==> config.mk <==
export PLATFORM = sky130hd
export DESIGN_NAME = rational_add_mul_reduce
export DESIGN_NICKNAME = d
export VERILOG_FILES = /design/src/sv/rar_pkg.sv /design/src/sv/rational_add_mul_reduce.sv /design/src/sv/rar_datapath.sv /design/src/sv/rar_ctrl.sv
export SDC_FILE = /design/constraint.sdc
export NUM_CORES = 2
export LEC_CHECK = 0
export BUFFER_PORTS_ARGS = -buffer_cell sky130_fd_sc_hd__buf_4
export CORE_AREA = 2 2 368 188
export DETAILED_ROUTE_END_ITERATION = 7
export DIE_AREA = 0 0 370 190
export MAX_ROUTING_LAYER = met4
export PLACE_DENSITY = 0.78
export SETUP_SLACK_MARGIN = 0.3
export SYNTH_ARGS = -nofsm -noshare
export SYNTH_HDL_FRONTEND = slang
export SYNTH_SLANG_ARGS = --single-unit
==> constraint.sdc <==
create_clock -name clk -period 9.5 [get_ports clk]
set_clock_uncertainty 0.2 [all_clocks]
set_input_delay 1.9 -clock clk [delete_from_list [all_inputs] [get_ports clk]]
set_output_delay 1.9 -clock clk [all_outputs]
set_load 0.05 [all_outputs]
==> src/sv/rar_pkg.sv <==
`default_nettype none
package rar_pkg;

  localparam int unsigned OPERAND_W = 16;
  localparam int unsigned NUM_W     = 2 * OPERAND_W + 1;
  localparam int unsigned DEN_W     = 2 * OPERAND_W;
  localparam int unsigned PROD_W    = 2 * OPERAND_W;
  // wide enough for the trailing-zero count (at most DEN_W) and the step counter
  localparam int unsigned CNT_W     = $clog2(NUM_W + 1);

  localparam logic MODE_ADD = 1'b0;
  localparam logic MODE_MUL = 1'b1;

  typedef struct packed {
    logic                 mode;
    logic [OPERAND_W-1:0] a_num;
    logic [OPERAND_W-1:0] a_den;
    logic [OPERAND_W-1:0] b_num;
    logic [OPERAND_W-1:0] b_den;
  } in_t;

  typedef struct packed {
    logic [NUM_W-1:0] res_num;
    logic [DEN_W-1:0] res_den;
    logic             is_empty;
  } out_t;

  // multiplier operand pair
  typedef enum logic [1:0] {
    MS_AD_BD = 2'd0,
    MS_AN_X  = 2'd1,
    MS_AD_BN = 2'd2
  } mul_sel_t;

  typedef struct packed {
    logic     ld_in;
    mul_sel_t mul_sel;
    logic     ld_den;
    logic     ld_num;
    logic     acc_num;
    logic     ld_uv;
    logic     gcd_shift;
    logic     gcd_step;
    logic     ld_div;
    logic     div_step;
    logic     ld_out;
  } cmd_t;

  typedef struct packed {
    logic in_empty;
    logic both_even;
    logic v_zero;
  } sts_t;

endpackage
`default_nettype wire

==> src/sv/rational_add_mul_reduce.sv <==
`default_nettype none
// Rational add/multiply with reduction to lowest terms. A request carries two
// fractions a_num/a_den and b_num/b_den plus a mode (add or multiply); the
// result is the sum or product reduced by the gcd of numerator and denominator,
// in fields wide enough that nothing overflows. A fraction with a zero
// numerator or denominator is empty, and any empty operand gives 0/0 with
// is_empty set. One request is in flight at a time. A non-empty request first
// uses the shared 16x16 multiplier, then runs a binary gcd of one
// compare-and-subtract or shift per cycle (data dependent, in a twos-stripping
// loop and then a subtract loop), then restoring division that divides
// numerator and denominator side by side, then loads the output register.
// An empty request skips all of that and goes straight to loading the
// output register. The result sits in an output register, so a new request
// is taken while it waits.
module rational_add_mul_reduce (
  input  wire logic          clk,
  input  wire logic          rst_n,
  // request channel
  input  wire logic          in_valid,
  output logic               in_ready,
  input  wire rar_pkg::in_t  in_data,
  // result channel
  output logic               out_valid,
  input  wire logic          out_ready,
  output rar_pkg::out_t      out_data
);

  rar_pkg::cmd_t cmd;
  rar_pkg::sts_t sts;

  // sequencer: multiply schedule, gcd loop control, divide count, output hold
  rar_ctrl u_ctrl (
    .clk       (clk),
    .rst_n     (rst_n),
    .in_valid  (in_valid),
    .in_ready  (in_ready),
    .out_valid (out_valid),
    .out_ready (out_ready),
    .sts       (sts),
    .cmd       (cmd)
  );

  // operand registers, multiplier, gcd registers, two dividers, result register
  rar_datapath u_dp (
    .clk      (clk),
    .in_data  (in_data),
    .cmd      (cmd),
    .sts      (sts),
    .out_data (out_data)
  );

endmodule
`default_nettype wire

==> src/sv/rar_datapath.sv <==
`default_nettype none
module rar_datapath (
  input  wire logic         clk,
  input  wire rar_pkg::in_t in_data,
  input  wire rar_pkg::cmd_t cmd,
  output rar_pkg::sts_t     sts,
  output rar_pkg::out_t     out_data
);

  localparam int unsigned W  = rar_pkg::OPERAND_W;
  localparam int unsigned NW = rar_pkg::NUM_W;
  localparam int unsigned DW = rar_pkg::DEN_W;
  localparam int unsigned PW = rar_pkg::PROD_W;
  localparam int unsigned CW = rar_pkg::CNT_W;

  logic          mode_r;
  logic [W-1:0]  an_r, ad_r, bn_r, bd_r;
  logic          empty_r;
  logic [PW-1:0] prod_r;
  logic [NW-1:0] num_r;
  logic [DW-1:0] den_r;
  logic [NW-1:0] u_r, v_r;
  logic [CW-1:0] k_r;
  logic [NW-1:0] dvs_r;
  logic [NW-1:0] qn_r, qd_r;
  logic [NW-1:0] rn_r, rd_r;
  rar_pkg::out_t out_r;

  logic [W-1:0]  mul_a, mul_b;
  logic [NW:0]   rn_try, rd_try;
  logic          rn_ge, rd_ge;

  assign sts.in_empty  = (in_data.a_num == '0) || (in_data.a_den == '0) ||
                         (in_data.b_num == '0) || (in_data.b_den == '0);
  assign sts.both_even = !u_r[0] && !v_r[0];
  assign sts.v_zero    = (v_r == '0);
  assign out_data      = out_r;

  always_comb begin
    case (cmd.mul_sel)
      rar_pkg::MS_AD_BD: begin
        mul_a = ad_r;
        mul_b = bd_r;
      end
      rar_pkg::MS_AN_X: begin
        mul_a = an_r;
        mul_b = (mode_r == rar_pkg::MODE_MUL) ? bn_r : bd_r;
      end
      rar_pkg::MS_AD_BN: begin
        mul_a = ad_r;
        mul_b = bn_r;
      end
      default: begin
        mul_a = ad_r;
        mul_b = bd_r;
      end
    endcase
  end

  // restoring divide trial: shift in next dividend bit, compare with divisor
  assign rn_try = {rn_r, qn_r[NW-1]};
  assign rd_try = {rd_r, qd_r[NW-1]};
  assign rn_ge  = rn_try >= {1'b0, dvs_r};
  assign rd_ge  = rd_try >= {1'b0, dvs_r};

  always_ff @(posedge clk) begin
    prod_r <= PW'(mul_a) * PW'(mul_b);

    if (cmd.ld_in) begin
      mode_r  <= in_data.mode;
      an_r    <= in_data.a_num;
      ad_r    <= in_data.a_den;
      bn_r    <= in_data.b_num;
      bd_r    <= in_data.b_den;
      empty_r <= sts.in_empty;
    end

    if (cmd.ld_den)
      den_r <= prod_r;
    if (cmd.ld_num)
      num_r <= NW'(prod_r);
    else if (cmd.acc_num && (mode_r == rar_pkg::MODE_ADD))
      num_r <= num_r + NW'(prod_r);

    // binary gcd: strip common twos, then halve even values and subtract odd ones
    if (cmd.ld_uv) begin
      u_r <= num_r;
      v_r <= NW'(den_r);
      k_r <= '0;
    end else if (cmd.gcd_shift) begin
      u_r <= u_r >> 1;
      v_r <= v_r >> 1;
      k_r <= k_r + CW'(1);
    end else if (cmd.gcd_step) begin
      if (!u_r[0]) begin
        u_r <= u_r >> 1;
      end else if (!v_r[0]) begin
        v_r <= v_r >> 1;
      end else if (u_r > v_r) begin
        u_r <= v_r;
        v_r <= u_r - v_r;
      end else begin
        v_r <= v_r - u_r;
      end
    end

    // g = u << k, so x / g = (x >> k) / u exactly
    if (cmd.ld_div) begin
      qn_r  <= num_r >> k_r;
      qd_r  <= NW'(den_r) >> k_r;
      rn_r  <= '0;
      rd_r  <= '0;
      dvs_r <= u_r;
    end else if (cmd.div_step) begin
      rn_r <= rn_ge ? NW'(rn_try - {1'b0, dvs_r}) : NW'(rn_try);
      rd_r <= rd_ge ? NW'(rd_try - {1'b0, dvs_r}) : NW'(rd_try);
      qn_r <= {qn_r[NW-2:0], rn_ge};
      qd_r <= {qd_r[NW-2:0], rd_ge};
    end

    if (cmd.ld_out) begin
      if (empty_r) begin
        out_r.res_num  <= '0;
        out_r.res_den  <= '0;
        out_r.is_empty <= 1'b1;
      end else begin
        out_r.res_num  <= qn_r;
        out_r.res_den  <= qd_r[DW-1:0];
        out_r.is_empty <= 1'b0;
      end
    end
  end

endmodule
`default_nettype wire

==> src/sv/rar_ctrl.sv <==
`default_nettype none
module rar_ctrl (
  input  wire logic          clk,
  input  wire logic          rst_n,
  input  wire logic          in_valid,
  output logic               in_ready,
  output logic               out_valid,
  input  wire logic          out_ready,
  input  wire rar_pkg::sts_t sts,
  output rar_pkg::cmd_t      cmd
);

  localparam int unsigned CW = rar_pkg::CNT_W;
  localparam logic [CW-1:0] MUL_LAST = CW'(4);
  localparam logic [CW-1:0] DIV_LAST = CW'(rar_pkg::NUM_W - 1);

  typedef enum logic [5:0] {
    ST_IDLE   = 6'b000001,
    ST_MUL    = 6'b000010,
    ST_GSHIFT = 6'b000100,
    ST_GRUN   = 6'b001000,
    ST_DIV    = 6'b010000,
    ST_DONE   = 6'b100000
  } state_t;

  state_t        state_r, state_nxt;
  logic [CW-1:0] cnt_r, cnt_nxt;
  logic          out_valid_r, out_valid_nxt;

  assign in_ready  = (state_r == ST_IDLE);
  assign out_valid = out_valid_r;

  always_comb begin
    state_nxt = state_r;
    cnt_nxt   = cnt_r;
    cmd       = '0;
    cmd.mul_sel = rar_pkg::MS_AD_BD;
    case (state_r)
      ST_IDLE: begin
        if (in_valid) begin
          cmd.ld_in = 1'b1;
          cnt_nxt   = '0;
          state_nxt = sts.in_empty ? ST_DONE : ST_MUL;
        end
      end
      ST_MUL: begin
        cnt_nxt = cnt_r + CW'(1);
        case (cnt_r)
          CW'(0): cmd.mul_sel = rar_pkg::MS_AD_BD;
          CW'(1): begin
            cmd.mul_sel = rar_pkg::MS_AN_X;
            cmd.ld_den  = 1'b1;
          end
          CW'(2): begin
            cmd.mul_sel = rar_pkg::MS_AD_BN;
            cmd.ld_num  = 1'b1;
          end
          CW'(3): cmd.acc_num = 1'b1;
          default: begin
            cmd.ld_uv = 1'b1;
          end
        endcase
        if (cnt_r == MUL_LAST)
          state_nxt = ST_GSHIFT;
      end
      ST_GSHIFT: begin
        if (sts.both_even)
          cmd.gcd_shift = 1'b1;
        else
          state_nxt = ST_GRUN;
      end
      ST_GRUN: begin
        if (sts.v_zero) begin
          cmd.ld_div = 1'b1;
          cnt_nxt    = '0;
          state_nxt  = ST_DIV;
        end else begin
          cmd.gcd_step = 1'b1;
        end
      end
      ST_DIV: begin
        cmd.div_step = 1'b1;
        cnt_nxt      = cnt_r + CW'(1);
        if (cnt_r == DIV_LAST)
          state_nxt = ST_DONE;
      end
      ST_DONE: begin
        if (!out_valid_r || out_ready) begin
          cmd.ld_out = 1'b1;
          state_nxt  = ST_IDLE;
        end
      end
      default: state_nxt = ST_IDLE;
    endcase
  end

  always_comb begin
    out_valid_nxt = out_valid_r;
    if (cmd.ld_out)
      out_valid_nxt = 1'b1;
    else if (out_ready)
      out_valid_nxt = 1'b0;
  end

  always_ff @(posedge clk) begin
    if (!rst_n) begin
      state_r     <= ST_IDLE;
      cnt_r       <= '0;
      out_valid_r <= 1'b0;
    end else begin
      state_r     <= state_nxt;
      cnt_r       <= cnt_nxt;
      out_valid_r <= out_valid_nxt;
    end
  end

endmodule
`default_nettype wire

==> flow_metrics.py <==
metrics = {
    "status": {
        "status": "completed",
    },
    "synth": {
        "synth_area_leaders": "edfxtp_1, fa_1, ha_1",
        "synth_top_cell_area_share_pct": 28.0,
        "synth-seq-cells": 479,
        "synthCells": 4056,
        "avgSynthCellArea_um2": 9.52,
        "synth_cell_type_count": 97,
        "synth-edff-count": 360,
        "mappedNetlistNets": 4600,
        "ys_seq_area_share_pct": 34.2,
        "synth_top_area_cell": "edfxtp_1",
        "synthesis.area_um2": 38600,
        "ys.flop_type": "edfxtp_1",
        "synthArstFlopShare_pct": 0,
        "yosysWarnings": 0,
    },
    "worst_setup_path": {
        "crit_arrival_ps": 9070,
        "worst_setup_path_start_kind": "flop",
        "cp_slowest_cell": "a22oi_1",
        "crit_type": "flop to flop",
        "critical-path-max-stage-delay_ps": 800,
        "crit_buf_inv": 6,
        "endpoint_kind": "flop",
        "worstPathRequired_ps": 9840,
        "critPathMaxFanout": 34,
        "crit_top_cell": "fa_1",
        "critPathTopFamily": "adder cells",
    },
    "finish": {
        "multiInputGateArea_um2": 23200,
        "synthToLayoutAreaGrowth_pct": 8.74,
        "nets": 4645,
        "nFillCells": 5609,
        "seqCellArea_um2": 13200,
        "layout_commonest_cell": "nand2_1",
        "drive_above_1_share_pct": 9.77,
        "final_cell_mix": "nand2_1, inv_1, edfxtp_1, nor2_1, ha_1",
    },
    "clocking": {
        "cts_sinks": 479,
        "clk_latency_ps": 620,
        "clkSlewWorstSetupHoldPaths_ps": 70,
        "cts_buffers": 45,
        "clk_path_buf_depth": 3,
        "cts_hold_buf": 0,
        "cts-root-buf": "clkbuf_16",
        "htreeDepth": 2,
        "cts_tree": "built",
    },
    "drt": {
        "drt_wl_total_um": 123000,
        "drt-pass1-iter-count": 8,
        "drc": 0,
        "wl_per_cell_um": 24.3,
        "ant_nets": 0,
        "avgViaCountPerCell": 6.43,
        "met2_length_um": 44500,
        "highest_layer": "met4",
        "drtIter0Drc": 4634,
        "vias": 32500,
        "wl_met3_um": 21200,
        "met1_length_um": 55400,
    },
    "timing": {
        "postLayoutSetupSlackWorst_ps": 775,
        "timing.fmax_ghz": 0.115,
        "fin_crit_sh_pct": 91.8,
        "tightest_slew_ps": 1290,
        "setup_violations": 0,
        "layout_min_cycle_time_ps": 8730,
        "fin_setup_tns_ps": 0,
        "maxSlewHeadroom_pct": 13.8,
        "final_hold_viol_count": 0,
        "rsz0062_at_grt": "yes",
        "slew_violations": 0,
        "timing.hold.ws_ps": 261,
    },
    "global_routing": {
        "grt_overflow": 0,
        "grtUsageTotal_pct": 35.9,
        "grt_start_max_net_pins": 83,
        "grt_pass1_wl_um": 186000,
        "grt_pass1_vias": 29800,
        "antenna_found_initial": 2,
    },
    "die": {
        "die_area_um2": 70300,
        "core_area_um2": 67600,
        "die_w_um": 370,
        "io_pins": 137,
        "die_h_um": 190,
        "row_count": 68,
        "start_util_pct": 57.1,
    },
    "hold_path": {
        "hold_path.class": "flop to flop",
    },
    "placed_design": {
        "gp_congestion": 1.10,
        "hpwl_um": 96400,
        "numPortBuffers": 136,
        "dp_slack_ps": 499,
    },
    "flow_run": {
        "cap_violations": 0,
    },
}
area by class of cell:
type                       count  share of cell area [%]
sequential                   479                    31.4
inverter                     372                    3.33
antenna                       14                  0.0834
clock inverter                27                   0.563
timing repair buffer         198                    3.54
tap                          910                    2.71
multi-input combinational   3005                    55.3
clock buffer                  55                    3.02
cell families (layout without fill, tap and decap cells):
family	after synthesis	after routing	synth area share, %
flip-flops	479	479	34.2
AND/OR/NAND/NOR	1234	1234	14.9
buffers and inverters	572	652	5.85
multiplexers	215	215	6.98
XOR/XNOR	128	128	2.90
other	0	14	0
AO/OA/AOI/OAI	953	953	16.0
adder cells (fa/ha/maj)	475	475	19.3
per-layer routing:
| metal | up-vias | GRT usage (%) |
|---|---|---|
| li1 | 14500 | - |
| met5 | - | - |
| met2 | 2049 | 42.7 |
| met1 | 15800 | 54.8 |
| met3 | 135 | 16.2 |
| met4 | 0 | 5.49 |
state kept, by name, summed over array words and instances (netlist names), 32 cells and up:
name	cells
u_dp.rn_r	33
u_dp.qn_r	33
u_dp.num_r	33
u_dp.v_r	33
u_dp.qd_r	33
u_dp.u_r	33
u_dp.dvs_r	33
u_dp.den_r	32
u_dp.out_data	66
u_dp.rd_r	33
u_dp.prod_r	32
path summary, 6_finish.rpt:
check	cells after the start	start	endpoint	slack, ps
worst max-delay path	31	u_ctrl.cnt_r[2]	u_dp.prod_r[30]	770
worst min-delay path	0	u_dp.empty_r	u_dp.out_data[0]	260
worst max register to register	31	u_ctrl.cnt_r[2]	u_dp.prod_r[30]	770
worst min register to register	0	u_dp.empty_r	u_dp.out_data[0]	260
cells in the mapped netlist (94+ instances only):
master and instances:
nand3_1 94, nand2_1 476, clkbuf_1 144, ha_1 276, dfxtp_1 119, inv_1 370
a21o_1 94, nor2b_1 99, o21ai_0 225, mux2i_1 148, a21oi_1 233, edfxtp_1 360
nor2_1 289, fa_1 199
stage by stage:
step	std cells	util, %	area (um^2)
after global routing	5052	62.1	42000
final	5060	62.1	42000
after detailed placement	4964	59.8	40400
after global placement	4964	59.8	40400
after CTS	5046	62.0	41900
after floorplan	4056	-	38600
worst reg2reg max path: cells and delay by family (launching register included):
| kind | cells | cell delay [ps] |
|---|---|---|
| AO/OA/AOI/OAI | 10 | 2730 |
| flip-flops | 1 | 370 |
| XOR/XNOR | 1 | 140 |
| AND/OR/NAND/NOR | 6 | 1240 |
| adder cells (fa/ha/maj) | 8 | 3280 |
| buffers and inverters | 6 | 700 |
what timing repair did:
| item | in CTS | in global routing |
|---|---|---|
| hold endpoints to repair | 0 | 0 |
| setup endpoints to repair | 0 | 10 |
| resized for setup | 0 | 16 |
| setup buffers | 0 | 0 |
Power is left out: the tool's default activity adds up to more than one toggle a clock period on the data nets, which glitch-free logic cannot reach.
